### config.mk
export PLATFORM = sky130hd
export DESIGN_NAME = window_stack_manager_top
export DESIGN_NICKNAME = d
export VERILOG_FILES = /design/src/hdl/wsm_pkg.sv /design/src/hdl/window_stack_manager_top.sv /design/src/hdl/wsm_ram.sv
export SDC_FILE = /design/constraint.sdc
export NUM_CORES = 2
export LEC_CHECK = 0
export BUFFER_PORTS_ARGS = -buffer_cell sky130_fd_sc_hd__clkbuf_2
export CORE_MARGIN = 1
export CORE_UTILIZATION = 55
export CTS_CLUSTER_DIAMETER = 80
export DETAILED_ROUTE_END_ITERATION = 8
export GPL_TIMING_DRIVEN = 0
export PLACE_DENSITY = 0.71
export RECOVER_POWER = 50
export SYNTH_ARGS = -nofsm -noshare
export SYNTH_HDL_FRONTEND = slang
export SYNTH_HIERARCHICAL = 1
export SYNTH_SLANG_ARGS = --single-unit
### constraint.sdc
create_clock -name clk -period 14.25 [get_ports clk]
set_input_delay 0.7125 -clock clk [delete_from_list [all_inputs] [get_ports clk]]
set_output_delay 0.7125 -clock clk [all_outputs]
set_load 0.005 [all_outputs]
### src/hdl/wsm_pkg.sv
// Package: types, constants and codes for the window stack manager.
`default_nettype none
package wsm_pkg;
  localparam int MAX_WINDOWS_DEF = 32;
  localparam int SCREEN_COORD_BITS_DEF = 12;
  localparam int TITLE_H = 24;
  localparam int BORDER_W = 2;
  localparam int CLOSE_INSET = 20;
  localparam int CLOSE_TOP = 8;
  localparam int CLOSE_SIZE = 12;
  localparam logic [12:0] SCREEN_W_RST = 13'd1024;
  localparam logic [12:0] SCREEN_H_RST = 13'd768;

  localparam logic [2:0] REQ_CREATE  = 3'd0;
  localparam logic [2:0] REQ_DESTROY = 3'd1;
  localparam logic [2:0] REQ_MOVE    = 3'd2;
  localparam logic [2:0] REQ_RESIZE  = 3'd3;
  localparam logic [2:0] REQ_RAISE   = 3'd4;
  localparam logic [2:0] REQ_MOTION  = 3'd5;
  localparam logic [2:0] REQ_BUTTON  = 3'd6;

  localparam logic [1:0] ST_DONE     = 2'd0;
  localparam logic [1:0] ST_FULL     = 2'd1;
  localparam logic [1:0] ST_NOTFOUND = 2'd2;

  localparam logic ADDR_SCREEN_W = 1'b0;
  localparam logic ADDR_SCREEN_H = 1'b1;

  localparam int SLOT_W = 32 + 16 + 16 + 15 + 15 + 32;

  typedef struct packed {
    logic [31:0] id;
    logic [15:0] left;
    logic [15:0] top;
    logic [14:0] width;
    logic [14:0] height;
    logic [31:0] color;
  } slot_t;
endpackage
`default_nettype wire

### src/hdl/window_stack_manager_top.sv
// Top level: window stack manager with slot memory and request sequencer.
// Usage:
//  Requests enter as beats on the in_ channel (valid/ready); each gives
//  exactly one result beat on the out_ channel. One request is worked at a
//  time: in_ready is high only when the sequencer is idle and no result is
//  waiting, so a stalled receiver holds off the next request.
//  Slot data sit in one RAM (one read, one write a cycle, registered read).
//  Work per request: create, unused codes: straight to the result;
//   motion or button with no drag to move: drag check only;
//   move/resize: search, write; not found: full search; destroy, raise:
//   search up to the match, then shift the slots above it down by one;
//   motion while dragging: drag search and write back;
//   button press: top-down hit test, raise, drag search.
//  The next request can be taken in the cycle after its result is taken.
//  Reset clears stack depth, focus, drag and button state and centers the
//  cursor in the reset screen size. The slot RAM needs no clearing.
//  cfg_ writes to screen_width/height are taken any time and apply at the
//  next nonzero cursor motion.
`default_nettype none
module window_stack_manager_top #(
  parameter int MAX_WINDOWS = wsm_pkg::MAX_WINDOWS_DEF,
  parameter int SCREEN_COORD_BITS = wsm_pkg::SCREEN_COORD_BITS_DEF
) (
  input  wire logic        clk,
  input  wire logic        rst_n,
  input  wire logic        cfg_psel,
  input  wire logic        cfg_penable,
  input  wire logic        cfg_pwrite,
  input  wire logic [2:0]  cfg_paddr,
  input  wire logic [31:0] cfg_pwdata,
  output logic      [31:0] cfg_prdata,
  output logic             cfg_pready,
  input  wire logic        in_valid,
  output logic             in_ready,
  input  wire logic [2:0]  in_req_type,
  input  wire logic [31:0] in_win_id,
  input  wire logic signed [15:0] in_pos_x,
  input  wire logic signed [15:0] in_pos_y,
  input  wire logic [14:0] in_size_w,
  input  wire logic [14:0] in_size_h,
  input  wire logic [31:0] in_fill_color,
  input  wire logic signed [15:0] in_move_dx,
  input  wire logic signed [15:0] in_move_dy,
  input  wire logic        in_button_pressed,
  output logic             out_valid,
  input  wire logic        out_ready,
  output logic [1:0]       out_status,
  output logic [31:0]      out_focused_window,
  output logic [SCREEN_COORD_BITS-1:0] out_cursor_x,
  output logic [SCREEN_COORD_BITS-1:0] out_cursor_y,
  output logic [$clog2(MAX_WINDOWS+1)-1:0] out_window_total,
  output logic             out_dragging
);
  import wsm_pkg::*;

  localparam int AW = $clog2(MAX_WINDOWS);
  localparam int DW = $clog2(MAX_WINDOWS + 1);
  localparam int CB = SCREEN_COORD_BITS;

  typedef enum logic [10:0] {
    S_IDLE   = 11'b00000000001,
    S_FIND   = 11'b00000000010,  // search for req id, lowest slot
    S_APPLY  = 11'b00000000100,
    S_SHIFT  = 11'b00000001000,  // copy slot i+1 to i
    S_PUTTOP = 11'b00000010000,
    S_HIT    = 11'b00000100000,  // top-down hit test
    S_PRESS  = 11'b00001000000,
    S_DFIND  = 11'b00010000000,  // search drag id
    S_DWRITE = 11'b00100000000,
    S_FOCUS  = 11'b01000000000,
    S_OUT    = 11'b10000000000
  } state_t;

  state_t state_r, state_nxt;

  logic [12:0] scr_w_r, scr_h_r;
  logic [DW-1:0] depth_r, depth_nxt;
  logic [31:0] focus_r, focus_nxt;
  logic [CB-1:0] px_r, px_nxt, py_r, py_nxt;
  logic held_r, held_nxt;
  logic [31:0] drag_id_r, drag_id_nxt;
  logic signed [16:0] doff_x_r, doff_x_nxt, doff_y_r, doff_y_nxt;

  logic [2:0] req_r;
  logic [31:0] id_r;
  logic [15:0] posx_r, posy_r;
  logic [14:0] sw_r, sh_r;
  logic [1:0] status_r, status_nxt;
  logic out_valid_r, out_valid_nxt;

  // pass control
  logic [DW-1:0] idx_r, idx_nxt;       // address issued
  logic rv_r, rv_nxt;                  // read data valid next cycle
  logic [AW-1:0] ridx_r, ridx_nxt;     // address of data on rdata
  logic [AW-1:0] hit_r, hit_nxt;
  logic close_r, close_nxt;            // closing after raise
  slot_t save_r, save_nxt;

  logic we;
  logic [AW-1:0] waddr, raddr;
  slot_t wdata, rdata;

  wsm_ram #(.WIDTH(SLOT_W), .DEPTH(MAX_WINDOWS)) u_slots (
    .clk(clk), .we(we), .waddr(waddr), .wdata(wdata), .raddr(raddr), .rdata(rdata)
  );

  // config port
  logic cfg_wr;
  assign cfg_pready = 1'b1;
  assign cfg_wr = cfg_psel && cfg_penable && cfg_pwrite;
  always_comb begin
    case (cfg_paddr[2])
      ADDR_SCREEN_W: cfg_prdata = {19'd0, scr_w_r};
      ADDR_SCREEN_H: cfg_prdata = {19'd0, scr_h_r};
      default:       cfg_prdata = 32'd0;
    endcase
  end

  function automatic logic [CB-1:0] half_lim(input logic [12:0] reg_v);
    logic [15:0] lim;
    logic [15:0] h;
    begin
      lim = (reg_v == 13'd0) ? 16'd1 : {3'b0, reg_v};
      if (lim > 16'(1 << CB)) lim = 16'(1 << CB);
      h = {4'b0, reg_v[12:1]};
      if (h > lim - 16'd1) h = lim - 16'd1;
      half_lim = h[CB-1:0];
    end
  endfunction

  function automatic logic [CB-1:0] clamp_mv(input logic [CB-1:0] p,
      input logic signed [15:0] d, input logic [12:0] reg_v);
    logic signed [17:0] s;
    logic signed [17:0] mx;
    logic [15:0] lim;
    begin
      lim = (reg_v == 13'd0) ? 16'd1 : {3'b0, reg_v};
      if (lim > 16'(1 << CB)) lim = 16'(1 << CB);
      mx = $signed({2'd0, lim}) - 18'sd1;
      s = $signed({{(18-CB){1'b0}}, p}) + 18'(d);
      if (s < 0) s = 18'sd0;
      else if (s > mx) s = mx;
      clamp_mv = s[CB-1:0];
    end
  endfunction

  function automatic logic [15:0] sat16(input logic signed [17:0] v);
    begin
      if (v < -18'sd32768) sat16 = 16'h8000;
      else if (v > 18'sd32767) sat16 = 16'h7FFF;
      else sat16 = v[15:0];
    end
  endfunction

  // hit test on read data
  logic signed [16:0] pxs, pys, rl, rt;
  logic signed [17:0] rr, rb, cx, cy;
  logic hit_in, close_in, title_in;
  always_comb begin
    pxs = $signed({{(17-CB){1'b0}}, px_r});
    pys = $signed({{(17-CB){1'b0}}, py_r});
    rl = 17'($signed(rdata.left));
    rt = 17'($signed(rdata.top));
    rr = 18'(rl) + $signed({3'd0, rdata.width});
    rb = 18'(rt) + $signed({3'd0, rdata.height});
    cx = rr - 18'(CLOSE_INSET);
    cy = 18'(rt) + 18'(CLOSE_TOP);
    hit_in = (pxs >= rl) && (18'(pxs) < rr) && (pys >= rt) && (18'(pys) < rb);
    close_in = (18'(pxs) >= cx) && (18'(pxs) < cx + 18'(CLOSE_SIZE)) &&
               (18'(pys) >= cy) && (18'(pys) < cy + 18'(CLOSE_SIZE));
    title_in = 18'(pys) < 18'(rt) + 18'(TITLE_H + BORDER_W);
  end

  logic in_fire, out_fire;
  assign in_ready = (state_r == S_IDLE) && !out_valid_r;
  assign in_fire = in_valid && in_ready;
  assign out_fire = out_valid_r && out_ready;

  logic [DW-1:0] last;
  assign last = depth_r - DW'(1);

  always_comb begin
    state_nxt = state_r;
    depth_nxt = depth_r;
    focus_nxt = focus_r;
    px_nxt = px_r;
    py_nxt = py_r;
    held_nxt = held_r;
    drag_id_nxt = drag_id_r;
    doff_x_nxt = doff_x_r;
    doff_y_nxt = doff_y_r;
    status_nxt = status_r;
    out_valid_nxt = out_valid_r;
    idx_nxt = idx_r;
    rv_nxt = 1'b0;
    ridx_nxt = idx_r[AW-1:0];
    hit_nxt = hit_r;
    close_nxt = close_r;
    save_nxt = save_r;
    we = 1'b0;
    waddr = ridx_r;
    wdata = rdata;
    raddr = idx_r[AW-1:0];
    if (out_fire) out_valid_nxt = 1'b0;
    case (state_r)
      S_IDLE: begin
        if (in_fire) begin
          status_nxt = ST_DONE;
          close_nxt = 1'b0;
          case (in_req_type)
            REQ_CREATE: begin
              if (depth_r >= DW'(MAX_WINDOWS)) begin
                status_nxt = ST_FULL;
              end else begin
                we = 1'b1;
                waddr = depth_r[AW-1:0];
                wdata = '{in_win_id, in_pos_x, in_pos_y, in_size_w, in_size_h,
                          in_fill_color};
                depth_nxt = depth_r + DW'(1);
                focus_nxt = in_win_id;
              end
              state_nxt = S_OUT;
            end
            REQ_DESTROY, REQ_MOVE, REQ_RESIZE, REQ_RAISE: begin
              idx_nxt = '0;
              state_nxt = S_FIND;
            end
            REQ_MOTION: begin
              if (in_move_dx != 16'sd0 || in_move_dy != 16'sd0) begin
                px_nxt = clamp_mv(px_r, in_move_dx, scr_w_r);
                py_nxt = clamp_mv(py_r, in_move_dy, scr_h_r);
              end
              idx_nxt = '0;
              state_nxt = S_DFIND;
            end
            REQ_BUTTON: begin
              if (in_button_pressed && !held_r) begin
                held_nxt = 1'b1;
                idx_nxt = last;
                state_nxt = (depth_r == '0) ? S_DFIND : S_HIT;
                if (depth_r == '0) idx_nxt = '0;
              end else begin
                if (!in_button_pressed && held_r) begin
                  held_nxt = 1'b0;
                  drag_id_nxt = '0;
                end
                idx_nxt = '0;
                state_nxt = S_DFIND;
              end
            end
            default: state_nxt = S_OUT;
          endcase
        end
      end
      S_FIND: begin
        if (rv_r && rdata.id == id_r) begin
          hit_nxt = ridx_r;
          save_nxt = rdata;
          state_nxt = S_APPLY;
        end else if (idx_r < depth_r) begin
          rv_nxt = 1'b1;
          idx_nxt = idx_r + DW'(1);
        end else if (!rv_r) begin
          status_nxt = ST_NOTFOUND;
          state_nxt = S_OUT;
        end
      end
      S_APPLY: begin
        case (req_r)
          REQ_MOVE: begin
            we = 1'b1; waddr = hit_r; wdata = save_r;
            wdata.left = posx_r; wdata.top = posy_r;
            state_nxt = S_OUT;
          end
          REQ_RESIZE: begin
            we = 1'b1; waddr = hit_r; wdata = save_r;
            wdata.width = sw_r; wdata.height = sh_r;
            state_nxt = S_OUT;
          end
          default: begin
            idx_nxt = DW'(hit_r) + DW'(1);
            state_nxt = S_SHIFT;
          end
        endcase
      end
      S_SHIFT: begin
        if (rv_r) begin
          we = 1'b1;
          waddr = ridx_r - AW'(1);
          wdata = rdata;
        end
        if (idx_r < depth_r) begin
          rv_nxt = 1'b1;
          idx_nxt = idx_r + DW'(1);
        end else if (!rv_r) begin
          if (req_r == REQ_DESTROY) begin
            depth_nxt = last;
            state_nxt = S_OUT;
          end else begin
            state_nxt = S_PUTTOP;
          end
        end
      end
      S_PUTTOP: begin
        we = 1'b1;
        waddr = last[AW-1:0];
        wdata = save_r;
        focus_nxt = save_r.id;
        if (req_r == REQ_BUTTON && close_r) begin
          depth_nxt = last;
          if (last == '0) begin
            focus_nxt = '0;
            idx_nxt = '0;
            state_nxt = S_DFIND;
          end else begin
            idx_nxt = last - DW'(1);
            state_nxt = S_FOCUS;
          end
        end else if (req_r == REQ_BUTTON) begin
          idx_nxt = '0;
          state_nxt = S_DFIND;
        end else begin
          state_nxt = S_OUT;
        end
      end
      S_FOCUS: begin
        if (rv_r) begin
          focus_nxt = rdata.id;
          idx_nxt = '0;
          state_nxt = S_DFIND;
        end else begin
          rv_nxt = 1'b1;
        end
      end
      S_HIT: begin
        if (rv_r && hit_in) begin
          hit_nxt = ridx_r;
          save_nxt = rdata;
          state_nxt = S_PRESS;
          if (close_in) begin
            close_nxt = 1'b1;
          end else if (title_in) begin
            drag_id_nxt = rdata.id;
            doff_x_nxt = pxs - rl;
            doff_y_nxt = pys - rt;
          end
        end else if (!rv_r || ridx_r != '0) begin
          rv_nxt = 1'b1;
          idx_nxt = idx_r - DW'(1);
          if (rv_r) ridx_nxt = ridx_r - AW'(1);
          else ridx_nxt = idx_r[AW-1:0];
          raddr = rv_r ? ridx_r - AW'(1) : idx_r[AW-1:0];
        end else begin
          idx_nxt = '0;
          state_nxt = S_DFIND;
        end
      end
      S_PRESS: begin
        idx_nxt = DW'(hit_r) + DW'(1);
        state_nxt = S_SHIFT;
      end
      S_DFIND: begin
        if (!held_r || drag_id_r == '0) begin
          state_nxt = S_OUT;
        end else if (rv_r && rdata.id == drag_id_r) begin
          hit_nxt = ridx_r;
          save_nxt = rdata;
          state_nxt = S_DWRITE;
        end else if (idx_r < depth_r) begin
          rv_nxt = 1'b1;
          idx_nxt = idx_r + DW'(1);
        end else if (!rv_r) begin
          state_nxt = S_OUT;
        end
      end
      S_DWRITE: begin
        we = 1'b1; waddr = hit_r; wdata = save_r;
        wdata.left = sat16(18'($signed({1'b0, px_r})) - 18'(doff_x_r));
        wdata.top = sat16(18'($signed({1'b0, py_r})) - 18'(doff_y_r));
        state_nxt = S_OUT;
      end
      S_OUT: begin
        out_valid_nxt = 1'b1;
        state_nxt = S_IDLE;
      end
      default: state_nxt = S_IDLE;
    endcase
  end

  always_ff @(posedge clk) begin
    if (!rst_n) begin
      state_r <= S_IDLE;
      scr_w_r <= SCREEN_W_RST;
      scr_h_r <= SCREEN_H_RST;
      depth_r <= '0;
      focus_r <= '0;
      px_r <= half_lim(SCREEN_W_RST);
      py_r <= half_lim(SCREEN_H_RST);
      held_r <= 1'b0;
      drag_id_r <= '0;
      doff_x_r <= '0;
      doff_y_r <= '0;
      out_valid_r <= 1'b0;
      rv_r <= 1'b0;
    end else begin
      state_r <= state_nxt;
      if (cfg_wr && cfg_paddr[2] == ADDR_SCREEN_W) scr_w_r <= cfg_pwdata[12:0];
      if (cfg_wr && cfg_paddr[2] == ADDR_SCREEN_H) scr_h_r <= cfg_pwdata[12:0];
      depth_r <= depth_nxt;
      focus_r <= focus_nxt;
      px_r <= px_nxt;
      py_r <= py_nxt;
      held_r <= held_nxt;
      drag_id_r <= drag_id_nxt;
      doff_x_r <= doff_x_nxt;
      doff_y_r <= doff_y_nxt;
      out_valid_r <= out_valid_nxt;
      rv_r <= rv_nxt;
    end
  end

  always_ff @(posedge clk) begin
    if (in_fire) begin
      req_r <= in_req_type;
      id_r <= in_win_id;
      posx_r <= in_pos_x;
      posy_r <= in_pos_y;
      sw_r <= in_size_w;
      sh_r <= in_size_h;
    end
    status_r <= status_nxt;
    idx_r <= idx_nxt;
    ridx_r <= ridx_nxt;
    hit_r <= hit_nxt;
    close_r <= close_nxt;
    save_r <= save_nxt;
  end

  assign out_valid = out_valid_r;
  assign out_status = status_r;
  assign out_focused_window = focus_r;
  assign out_cursor_x = px_r;
  assign out_cursor_y = py_r;
  assign out_window_total = depth_r;
  assign out_dragging = held_r && (drag_id_r != '0);

`ifndef ASSERT_OFF
  a_depth_max: assert property (@(posedge clk) disable iff (!rst_n)
    depth_r <= DW'(MAX_WINDOWS)) else $error("stack depth over limit");
  a_ready_idle: assert property (@(posedge clk) disable iff (!rst_n)
    in_ready |-> (state_r == S_IDLE)) else $error("ready while busy");
  a_out_hold: assert property (@(posedge clk) disable iff (!rst_n)
    (out_valid && !out_ready) |=> out_valid) else $error("result dropped");
  a_one_result: assert property (@(posedge clk) disable iff (!rst_n)
    (state_r == S_OUT) |-> !out_valid_r) else $error("result overrun");
`endif
endmodule
`default_nettype wire

### src/hdl/wsm_ram.sv
// Generic single-port-write, single-read RAM with registered read data.
`default_nettype none
module wsm_ram #(
  parameter int WIDTH = 8,
  parameter int DEPTH = 32
) (
  input  wire logic                     clk,
  input  wire logic                     we,
  input  wire logic [$clog2(DEPTH)-1:0] waddr,
  input  wire logic [WIDTH-1:0]         wdata,
  input  wire logic [$clog2(DEPTH)-1:0] raddr,
  output logic      [WIDTH-1:0]         rdata
);
  logic [WIDTH-1:0] mem [DEPTH];
  always_ff @(posedge clk) begin
    if (we) begin
      mem[waddr] <= wdata;
    end
    rdata <= mem[raddr];
  end
endmodule
`default_nettype wire
==> results.cfg <==
[outcome]
status = complete, but fails checks
violations = max-capacitance violations, max-slew violations

[drt]
drt_iter0_drc = 12600
wl_um = 434000
drtPass1Iterations = 6
final_antenna_net_count = 0
vias_per_cell = 6.74
wire_per_inst_um = 34.5
via_count = 84900
drc = 0

[clocking]
numCtsBuffers = 356
insertion_delay_ns = 1.00
clkSinkCount = 3480
clk_pin_slew_worst_paths_ns = 0.06
htreeDepth = 5
post_cts_resized = 0
post_cts_buffers = 0
ctsLongestPathBuffers = 4
cts_hold_buf = 78
root_buffer = clkbuf_16
cts_tree = done

[hold_path]
min_path_type = primary input to register

[setup_path]
crit_required_ns = 15.10
path_max_fanout = 10
path_class = register to register
cp.arrival_ns = 10.90
start_kind = register
end_kind = register

[power_and_ir_drop]
p_switching_w = 0.00996
ir_worst_vdd_mv = 0.197
p_per_area_nw_per_um2 = 189
power_leakage_nw = 53.7
sw_frac_of_total_pct = 32.1
combPwrFrac_pct = 25.8
pwr-share-clk_pct = 29.2
power_frac_seq_pct = 45.0
intPower_w = 0.0210

[placement]
gp_congestion = 0.979
post_dp_cell_area_um2 = 153000
hpwl_um = 300000
io_buffer_count = 228

[die]
start_util_pct = 55.5
die_h_um = 512
core_um2 = 257000
die_w_um = 512
rows = 186
io_pins = 304
dieArea_um2 = 262000

[sta]
fin_setup_tns_ns = 0
skew_ns = 0.0883
whs_ns = 0.0518
hold_viol = 0
tightest_slew_ns = 4.63
max_freq_mhz = 99.5
rsz0062_at_grt = no
slew_viol_final = 450
period_needed_ns = 10.05
slew_headroom_pct = -209
fin_crit_sh_pct = 70.5
setup_viol = 0

[global_route]
grt_pass1_wl_um = 607000
antenna_found_initial = 31
grt-ovfl-total = 0
grt_max_degree = 63
grt_pass1_vias = 82200
grtUsageTotal_pct = 32.9

[finish]
final_common_cell = edfxtp_1
drive_gt1_share_pct = 18.8
seqCellArea_um2 = 102000
final_util_pct = 63.6
stdcell_area_um2 = 164000
area_delta_synth_final_pct = 14.6
fill_cells = 17400
final_nets = 9381
final_cell_mix = edfxtp_1 (3,213), mux4_2 (703), clkbuf_1 (506)
multi_input_area_um2 = 38000

[flow_run]
cap_violations = 21

[synthesis]
syn_avg_cell_area_um2 = 17.7
ys_warn_count = 6
netlist_instances = 8069
netlist_area_um2 = 143000
flip-flops by register name, summed over array words and instances (netlist names), 11 cells and up:
| signal | cells |
|---|---|
| doff_x_r | 17 |
| doff_y_r | 17 |
| drag_id_r | 32 |
| id_r | 32 |
| out_cursor_x | 12 |
| out_cursor_y | 12 |
| out_focused_window | 32 |
| posx_r | 16 |
| posy_r | 16 |
| save_r | 94 |
| scr_h_r | 13 |
| scr_w_r | 13 |
| sh_r | 15 |
| state_r | 11 |
| sw_r | 15 |
| u_slots/mem | 3008 |
| u_slots/rdata | 94 |
power by group through the flow:
stage	Sequential [W]	Combinational [W]	Clock, W
after floorplan	0.0136	0.00517	0
after global placement	0.0142	0.00744	0
after detailed placement	0.0141	0.00798	0
after CTS	0.0139	0.00806	0.00909
after global routing	0.0139	0.00854	0.00946
final	0.0139	0.00800	0.00906
routing by layer:
metal | GRT usage, % | part of all wire, %
met3 | 9.34 | 13
met2 | 50.4 | 45
met5 | 0 | 0.049
met4 | 14.9 | 5.3
met1 | 43.9 | 36
cell type report:
class | count | share of cell area (%)
Sequential cell | 3480 | 62.2
Multi-Input combinational cell | 3951 | 23.2
Clock buffer | 450 | 5.81
Timing Repair Buffer | 489 | 3.15
Tap cell | 3384 | 2.59
Buffer | 494 | 1.62
Clock inverter | 180 | 1.02
Inverter | 166 | 0.381
Antenna cell | 10 | 0.0153
stage by stage:
step           setup slack, ns  instances  power, W
6_report                  4.20      12600    0.0310
5_1_grt                   3.99      12600    0.0319
4_1_cts                   4.44      12600    0.0310
3_5_place_dp              4.43      11900    0.0220
3_3_place_gp             -2.16      11700    0.0216
2_1_floorplan             4.94       8091    0.0188
worst max-delay path: stages, from the launching register on:
cell and delay (ns):
dfxtp_1 1.03, ha_1 0.38, a21oi_1 0.11, xnor2_1 0.44, inv_1 0.21, ha_1 0.23
a21oi_1 0.44, nand2_1 0.29, nor4_1 1.27, nor2_1 0.27, ha_1 0.40, a22oi_1 0.07
nand2_1 0.09, a31oi_1 0.04, o21ai_0 0.12, a31oi_1 0.18, or4_1 0.60, a221oi_1 0.37
a21boi_0 1.26, nand2b_1 0.25, clkbuf_1 0.47, clkbuf_1 1.08, mux2i_1 0.29
final timing paths:
check                                  startpoint            end  slack, ns  cells past startpoint
worst max register to register  u_slots/rdata[49]  drag_id_r[31]       4.20                     22
worst max-delay path            u_slots/rdata[49]  drag_id_r[31]       4.20                     22
worst min-delay path                    out_ready      out_valid       0.05                      3
worst min register to register        doff_x_r[3]    doff_x_r[3]       0.46                      2
Note: power is estimated with default switching activity, not from simulation.
